[config.mk]
export PLATFORM = sky130hd
export DESIGN_NAME = neighbor_weight_select
export DESIGN_NICKNAME = d
export VERILOG_FILES = /design/src/hdl/nws_pkg.sv /design/src/hdl/nws_cell.sv /design/src/hdl/neighbor_weight_select.sv
export VERILOG_INCLUDE_DIRS = /design/src /design/src/hdl
export SDC_FILE = /design/constraint.sdc
export NUM_CORES = 2
export LEC_CHECK = 0
export BUFFER_PORTS_ARGS = -buffer_cell sky130_fd_sc_hd__buf_4
export CAP_MARGIN = 20
export CORE_ASPECT_RATIO = 1.75
export CORE_MARGIN = 8
export CORE_UTILIZATION = 64
export DETAILED_ROUTE_END_ITERATION = 10
export HOLD_SLACK_MARGIN = 0.1
export PLACE_DENSITY = 0.86
export REMOVE_ABC_BUFFERS = 1
export SETUP_SLACK_MARGIN = 0.15
export SYNTH_ARGS = -nofsm -noshare
export SYNTH_HDL_FRONTEND = slang
export SYNTH_HIERARCHICAL = 1
export SYNTH_SLANG_ARGS = --single-unit
[constraint.sdc]
create_clock -name clk -period 8.36 [get_ports clk]
set_clock_uncertainty 0.1 [all_clocks]
set_input_delay 1.672 -clock clk [delete_from_list [all_inputs] [get_ports clk]]
set_output_delay 1.672 -clock clk [all_outputs]
set_load 0.02 [all_outputs]
[src/hdl/neighbor_weight_select_macros.svh]
// Assertion macros for the neighbour weight selector.
// Depends on nothing; the asserting module provides clk and arst_n.
`ifndef NEIGHBOR_WEIGHT_SELECT_MACROS_SVH
`define NEIGHBOR_WEIGHT_SELECT_MACROS_SVH
`ifndef SYNTHESIS
`define NWS_ASSERT_SAME(label, ante, cons, msg) \
	label: assert property (@(posedge clk) disable iff (!arst_n) (ante) |-> (cons)) \
		else $error(msg);
`define NWS_ASSERT_NEXT(label, ante, cons, msg) \
	label: assert property (@(posedge clk) disable iff (!arst_n) (ante) |=> (cons)) \
		else $error(msg);
`else
`define NWS_ASSERT_SAME(label, ante, cons, msg)
`define NWS_ASSERT_NEXT(label, ante, cons, msg)
`endif
`endif

[src/hdl/nws_pkg.sv]
// Shared types and constants of the neighbour weight selector.
// Depends on nothing; used by nws_cell and neighbor_weight_select.
package nws_pkg;

	localparam int ROW_LEN_DEF = 64;
	localparam int K_MAX_DEF   = 16;
	localparam int RESULT_CAP  = 16;

	localparam int DIST_W   = 32;
	localparam int IDX_W    = 6;
	localparam int KCOUNT_W = 5;
	localparam int CFG_IDX_W = 2;

	localparam logic MODE_KNN     = 1'b0;
	localparam logic MODE_EPSILON = 1'b1;

	typedef enum logic [CFG_IDX_W-1:0] {
		CFG_SELECT_MODE    = 2'd0,
		CFG_NEIGHBOR_COUNT = 2'd1,
		CFG_EPSILON        = 2'd2
	} cfg_reg_t;

	typedef enum logic {
		ST_IDLE = 1'b0,
		ST_EMIT = 1'b1
	} nws_state_t;

	// One list slot as seen by a neighbouring cell.
	typedef struct packed {
		logic              valid;
		logic [DIST_W-1:0] distance;
		logic [IDX_W-1:0]  col;
	} nws_entry_t;

	// Operation broadcast to every cell; at most one is set in a cycle.
	typedef struct packed {
		logic insert;
		logic trim;
		logic clear;
		logic drain;
	} nws_ctl_t;

endpackage

[src/hdl/nws_cell.sv]
// One compare-and-insert cell of the sorted neighbour list.
// Depends on nws_pkg for the entry and control types.
module nws_cell import nws_pkg::*; (
	input  logic              clk,
	input  logic              arst_n,
	input  nws_ctl_t          ctl,
	input  logic              keep,
	input  logic [DIST_W-1:0] new_dist,
	input  logic [IDX_W-1:0]  new_col,
	input  logic              prev_lt,
	input  nws_entry_t        prev_entry,
	input  nws_entry_t        next_entry,
	output logic              lt,
	output nws_entry_t        entry
);

	logic              valid_q;
	logic [DIST_W-1:0] dist_q;
	logic [IDX_W-1:0]  col_q;

	// An empty slot loses to any word; an equal distance keeps the older column.
	assign lt = !valid_q || (new_dist < dist_q);

	assign entry = '{valid: valid_q, distance: dist_q, col: col_q};

	always_ff @(posedge clk or negedge arst_n) begin
		if (!arst_n) begin
			valid_q <= 1'b0;
		end else if (ctl.insert) begin
			if (!keep) begin
				valid_q <= 1'b0;
			end else if (prev_lt) begin
				valid_q <= prev_entry.valid;
			end else if (lt) begin
				valid_q <= 1'b1;
			end
		end else if (ctl.trim) begin
			if (!keep) begin
				valid_q <= 1'b0;
			end
		end else if (ctl.clear) begin
			valid_q <= 1'b0;
		end else if (ctl.drain) begin
			valid_q <= next_entry.valid;
		end
	end

	always_ff @(posedge clk) begin
		if (ctl.insert && keep) begin
			if (prev_lt) begin
				dist_q <= prev_entry.distance;
				col_q  <= prev_entry.col;
			end else if (lt) begin
				dist_q <= new_dist;
				col_q  <= new_col;
			end
		end else if (ctl.drain) begin
			dist_q <= next_entry.distance;
			col_q  <= next_entry.col;
		end
	end

endmodule

[src/hdl/neighbor_weight_select.sv]
// Neighbour weight selector: k nearest neighbours or epsilon threshold per row.
// Depends on nws_pkg, nws_cell and neighbor_weight_select_macros.svh.
// An epsilon-mode weight is registered and appears in the cycle after its word is taken; in kNN mode
// the kept neighbours of a row are shifted out of cell zero after the row-end word and registered.
// Throughput: one word per cycle within a row, as the cell chain inserts in a single step;
// busy stays high in the EMIT state that follows a kNN row end, also when the list is empty.
// Reset empties the list, zeroes the column count and loads mode 0, k = 1, epsilon = 0.
// Results cannot be held off by the receiver; each is shown for exactly one cycle.
`include "neighbor_weight_select_macros.svh"
module neighbor_weight_select import nws_pkg::*; #(
	parameter int ROW_LEN = ROW_LEN_DEF,
	parameter int K_MAX   = K_MAX_DEF
) (
	input  logic                 clk,
	input  logic                 arst_n,
	// configuration write port
	input  logic                 cfg_write,
	input  logic [CFG_IDX_W-1:0] cfg_index,
	input  logic [DIST_W-1:0]    cfg_data,
	// input word
	input  logic                 start,
	output logic                 busy,
	input  logic [DIST_W-1:0]    distance,
	input  logic [IDX_W-1:0]     row_index,
	input  logic                 row_end,
	// result word
	output logic                 result_strobe,
	output logic [IDX_W-1:0]     neighbor_index,
	output logic [DIST_W-1:0]    weight,
	output logic                 last_of_run
);

	localparam int CNT_W = $clog2(ROW_LEN);
	localparam int CMP_W = (CNT_W > IDX_W) ? CNT_W : IDX_W;
	localparam int KCAP  = (K_MAX < RESULT_CAP) ? K_MAX : RESULT_CAP;

	// Configuration registers.
	logic                select_mode_q;
	logic [KCOUNT_W-1:0] neighbor_count_q;
	logic [DIST_W-1:0]   epsilon_q;

	always_ff @(posedge clk or negedge arst_n) begin
		if (!arst_n) begin
			select_mode_q    <= MODE_KNN;
			neighbor_count_q <= KCOUNT_W'(1);
			epsilon_q        <= '0;
		end else if (cfg_write) begin
			case (cfg_reg_t'(cfg_index))
				CFG_SELECT_MODE:    select_mode_q    <= cfg_data[0];
				CFG_NEIGHBOR_COUNT: neighbor_count_q <= cfg_data[KCOUNT_W-1:0];
				CFG_EPSILON:        epsilon_q        <= cfg_data;
				default:            ;
			endcase
		end
	end

	// The programmed k is held between one and the number of cells that may be emitted.
	logic [KCOUNT_W-1:0] k_eff;

	always_comb begin
		k_eff = neighbor_count_q;
		if (k_eff == '0) begin
			k_eff = KCOUNT_W'(1);
		end
		if (k_eff > KCOUNT_W'(KCAP)) begin
			k_eff = KCOUNT_W'(KCAP);
		end
	end

	// Column counter and the decode of the current word.
	logic [CNT_W-1:0] col_q;
	logic [CMP_W-1:0] col_wide;
	logic [IDX_W-1:0] col_idx;
	logic             is_self;
	logic             is_end;
	logic             accept;

	assign accept   = start && !busy;
	assign col_wide = CMP_W'(col_q);
	assign col_idx  = col_wide[IDX_W-1:0];
	// A column beyond the index range can never be the row's own point.
	assign is_self  = (col_wide == CMP_W'(row_index));
	// A row closes on the flag or when the counter reaches the last column.
	assign is_end   = row_end || (col_q == CNT_W'(ROW_LEN - 1));

	always_ff @(posedge clk or negedge arst_n) begin
		if (!arst_n) begin
			col_q <= '0;
		end else if (accept) begin
			if (is_end) begin
				col_q <= '0;
			end else begin
				col_q <= col_q + CNT_W'(1);
			end
		end
	end

	// Control: IDLE takes words, EMIT shifts the list out of cell zero one entry a cycle.
	nws_state_t state_q;
	nws_state_t state_d;
	nws_ctl_t   cell_ctl;
	nws_entry_t cell_entry [K_MAX];
	logic       cell_lt [K_MAX];
	logic       head_valid;
	logic       head_last;

	assign head_valid = cell_entry[0].valid;
	// The entry behind the head being empty makes the head the row's final result.
	assign head_last  = (K_MAX > 1) ? !cell_entry[(K_MAX > 1) ? 1 : 0].valid : 1'b1;

	always_ff @(posedge clk or negedge arst_n) begin
		if (!arst_n) begin
			state_q <= ST_IDLE;
		end else begin
			state_q <= state_d;
		end
	end

	always_comb begin
		state_d  = state_q;
		busy     = 1'b0;
		cell_ctl = '0;
		case (state_q)
			ST_IDLE: begin
				if (accept) begin
					if (select_mode_q == MODE_KNN) begin
						// Insertion also drops slots beyond k; a self word only trims at row end.
						cell_ctl.insert = !is_self;
						cell_ctl.trim   = is_self && is_end;
						if (is_end) begin
							state_d = ST_EMIT;
						end
					end else begin
						cell_ctl.clear = is_end;
					end
				end
			end
			ST_EMIT: begin
				busy           = 1'b1;
				cell_ctl.drain = 1'b1;
				if (!head_valid || head_last) begin
					state_d = ST_IDLE;
				end
			end
			default: begin
				state_d = ST_IDLE;
			end
		endcase
	end

	// The chain of cells: each compares the broadcast word and takes its left neighbour
	// when a shift opens, or the right neighbour while draining.
	for (genvar g = 0; g < K_MAX; g++) begin : g_cell
		logic       keep;
		logic       prev_lt;
		nws_entry_t prev_entry;
		nws_entry_t next_entry;

		assign keep = (32'(g) < 32'(k_eff));

		if (g == 0) begin : g_first
			assign prev_lt    = 1'b0;
			assign prev_entry = '0;
		end else begin : g_inner
			assign prev_lt    = cell_lt[g-1];
			assign prev_entry = cell_entry[g-1];
		end

		if (g == K_MAX - 1) begin : g_last
			assign next_entry = '0;
		end else begin : g_mid
			assign next_entry = cell_entry[g+1];
		end

		nws_cell u_cell (
			.clk        (clk),
			.arst_n     (arst_n),
			.ctl        (cell_ctl),
			.keep       (keep),
			.new_dist   (distance),
			.new_col    (col_idx),
			.prev_lt    (prev_lt),
			.prev_entry (prev_entry),
			.next_entry (next_entry),
			.lt         (cell_lt[g]),
			.entry      (cell_entry[g])
		);
	end

	// Result register, fed either by the threshold path or by the head of the chain.
	logic              strobe_q;
	logic [IDX_W-1:0]  neighbor_index_q;
	logic [DIST_W-1:0] weight_q;
	logic              last_of_run_q;
	logic              eps_fire;
	logic              knn_fire;

	assign eps_fire = accept && (select_mode_q == MODE_EPSILON);
	assign knn_fire = (state_q == ST_EMIT) && head_valid;

	always_ff @(posedge clk or negedge arst_n) begin
		if (!arst_n) begin
			strobe_q <= 1'b0;
		end else begin
			strobe_q <= eps_fire || knn_fire;
		end
	end

	always_ff @(posedge clk) begin
		if (eps_fire) begin
			neighbor_index_q <= col_idx;
			// The self entry passes through; others are cut below epsilon.
			weight_q         <= (is_self || (distance >= epsilon_q)) ? distance : '0;
			last_of_run_q    <= is_end;
		end else if (knn_fire) begin
			neighbor_index_q <= cell_entry[0].col;
			weight_q         <= cell_entry[0].distance;
			last_of_run_q    <= head_last;
		end
	end

	assign result_strobe  = strobe_q;
	assign neighbor_index = neighbor_index_q;
	assign weight         = weight_q;
	assign last_of_run    = last_of_run_q;

	`NWS_ASSERT_NEXT(a_eps_result, eps_fire, result_strobe, "threshold word gave no result")
	`NWS_ASSERT_NEXT(a_emit_stops, (state_q == ST_EMIT) && !head_valid, !busy, "emission overran")
	`NWS_ASSERT_SAME(a_ctl_exclusive, 1'b1, $onehot0(cell_ctl), "cell operations overlap")
	`NWS_ASSERT_SAME(a_list_sorted, cell_entry[0].valid && cell_entry[K_MAX-1].valid, cell_entry[0].distance <= cell_entry[K_MAX-1].distance, "list out of order")

endmodule

==> summary.txt <==
Status
  • Outcome: complete, no violations

Floorplanning
  • Initial Util: 0.6440
  • Die X: 226.4 µm
  • Core box area: just under 80000 µm²
  • Row Count: approximately 140
  • Die Span Y: between 300 and 400 µm
  • IO Count: approximately 120
  • Die Footprint: around 87000 µm²

Run
  • Max_cap viols: 0

Hold path
  • Hold crit path type: reg2reg

Setup path
  • Crit path largest cell delay: about 0.57 ns
  • Required @ worst endpoint: around 8.6 ns
  • Cells along the critical path: buf_4 -> ha_1 -> a21oi_1 -> nand2_1 -> a221o_1 -> a211oi_1 -> o21ai_1 -> nand2_2 -> buf_4 -> inv_1 -> a41oi_4 -> buf_4
  • Worst-path fanout max: 39
  • Crit path buffers/inverters: 4
  • Crit. End Element: register
  • Setup CP Type: in2reg
  • Most used cell, CP: buf_4
  • Top delay family on crit path: compound AO/OA/AOI/OAI gates
  • CP max-delay cell: a41oi_4
  • Worst EP arrival: 5.58 ns
  • Type of origin of the critical path: primary input

Timing
  • PnR worst setup slack: 2.983 ns
  • Final min period: 5.377 ns
  • Slew Limit Fails: 0
  • Max Clk Rate: between 150 and 200 MHz
  • Final setup fails: 0
  • Slew margin rel.: 0.3362
  • RSZ-0062 raised after global routing: false
  • Fin. Hold Viols: 0
  • Worst Max-Slew Pin Slew: 0.9922 ns
  • Fin crit share: 0.6432

Routing
  • Average vias per placed instance: between 6 and 7
  • Final WL: ~120 mm
  • DR WL/cell: approximately 19 µm
  • # DRC: 0
  • DR vias: around 38k
  • 1st-iter DRT viols: around 3k
  • DR pass1 iterations: 6
  • Post-route ant nets: 0

Power
  • Total Power: about 13 mW
  • Switching Share: 0.3517
  • Power Internal: 8.234 mW
  • VDD IR max: around 200 µV
  • Reg power frac: 0.425
  • Switching pwr: between 4 and 5 mW
  • Leakage: ~26 nW
  • Clk pwr share: 0.251
  • Comb pwr share: 0.324
  • PD cells: 235.6 nW/µm²

Layout
  • Post-layout nets: 5752
  • # diodes: 0
  • Fraction of layout cells with a size suffix above 1: 0.08226
  • Area grow syn2layout: 8.685%
  • Final Instance Area: about 54000 µm²

Clock tree
  • Clock Sinks: 709
  • Clk pin slew, worst setup/hold paths: 0.06 ns
  • Hold buffer count at CTS: 0
  • Post-cts resize count: 0
  • CTS tree: done
  • CTS buffer count: 69
  • Clk root buf: clkbuf_16
  • Longest Clk Path Bufs: 3
  • Clk Latency, worst-skew pair: 0.64 ns
  • Htree depth: 3
  • Post-CTS Setup Bufs: 0

GRT
  • First-pass GRT wire length: between 150 and 200 mm
  • Initial antenna violation count: 1
  • Vias in the first global route: between 30k and 40k
  • Largest net degree at the start of global routing: 80
  • Total track usage: 0.2713
  • GR Overflow Total: 0

Logic synthesis
  • Gate Count Post-Synth: a little over 5k
  • Post-Syn Area: between 40000 and 50000 µm²
  • Post-synthesis area per instance: between 9 and 10 µm²
  • Synth warn: 6

Placement
  • Gpl congestion: about 0.87
  • Pre-CTS WS: between 2 and 2.5 ns
  • Area after DPL: around 52000 µm²
  • Post-detail-place hpwl: between 80 and 90 mm
  • Port-buffer cells: 117
[area by class of cell]
type                       instances  area, µm²
sequential                       709      20980
clock inverter                    34      294.0
multi-input combinational       3629      25960
tap                             1027       1285
fill                            5655      23120
inverter                         562       2110
timing repair buffer             175       1314
clock buffer                      94       1964
[through the flow]
stage | hold slack (ns) | setup TNS, ns | utilization | cells
4_1_cts | 0.4079 | 0 | 0.6999 | 6230
2_1_floorplan | 0.3796 | -91.46 | - | 4900
5_1_grt | 0.4300 | 0 | 0.6999 | 6230
6_report | 0.4067 | 0 | 0.6999 | 6230
3_5_place_dp | 0.3943 | 0 | 0.6706 | 6102
3_3_place_gp | 0.3874 | 0 | 0.6706 | 6102
[layer usage]
metal  share of wire  vias up  track usage
li1                -    18330            -
met1            0.37    18120       0.2876
met2            0.53     1438       0.5045
met3           0.051      455      0.03251
met4           0.058        0       0.1648
met5               0        -            0
[flip-flops by register name, indices dropped and copies added (netlist names)]
signal / flops
g_cell.u_cell/dist_q: 512
g_cell.u_cell/col_q: 96
epsilon_q: 32
weight: 32
g_cell.u_cell/valid_q: 16
col_idx: 6
neighbor_index: 6
neighbor_count_q: 5
last_of_run: 1
result_strobe: 1
select_mode_q: 1
state_q: 1
[power by group through the flow]
stage	clock, mW	combinational (mW)	sequential, mW
global placement	0	3.83	5.41
CTS	3.21	4.08	5.39
global route	3.35	4.56	5.48
finish	3.18	4.12	5.40
floorplan	0	2.99	5.29
detailed placement	0	4.03	5.45
[worst paths after layout]
| path | start | endpoint | slack [ns] | cells after the start |
|---|---|---|---|---|
| min in group asynchronous | arst_n | epsilon_q[6]$_DFFE_PN0P_ | 1.02 | 1 |
| setup reg to reg | col_idx[4]$_DFFE_PN0P_ | g_cell[8].u_cell/col_q[3]$_DFFE_PP_ | 3.40 | 10 |
| hold reg to reg | epsilon_q[18]$_DFFE_PN0P_ | epsilon_q[18]$_DFFE_PN0P_ | 0.41 | 1 |
| setup / recovery | distance[30] | g_cell[9].u_cell/col_q[2]$_DFFE_PP_ | 2.98 | 12 |
| hold / removal | epsilon_q[18]$_DFFE_PN0P_ | epsilon_q[18]$_DFFE_PN0P_ | 0.41 | 1 |
| max in group asynchronous | arst_n | epsilon_q[29]$_DFFE_PN0P_ | 6.54 | 1 |
[cells in the final DEF (no fill, tap or decap), types with 61 or more instances in the layout]
cell / n
buf_4: 175
inv_1: 562
nand2_1: 213
clkbuf_16: 72
nand4_1: 66
o21ai_0: 74
conb_1: 83
ha_1: 529
mux2i_1: 608
nor2_1: 679
a21oi_1: 827
edfxtp_1: 647
dfrtp_1: 61
Power figures use the tool's default switching activity.
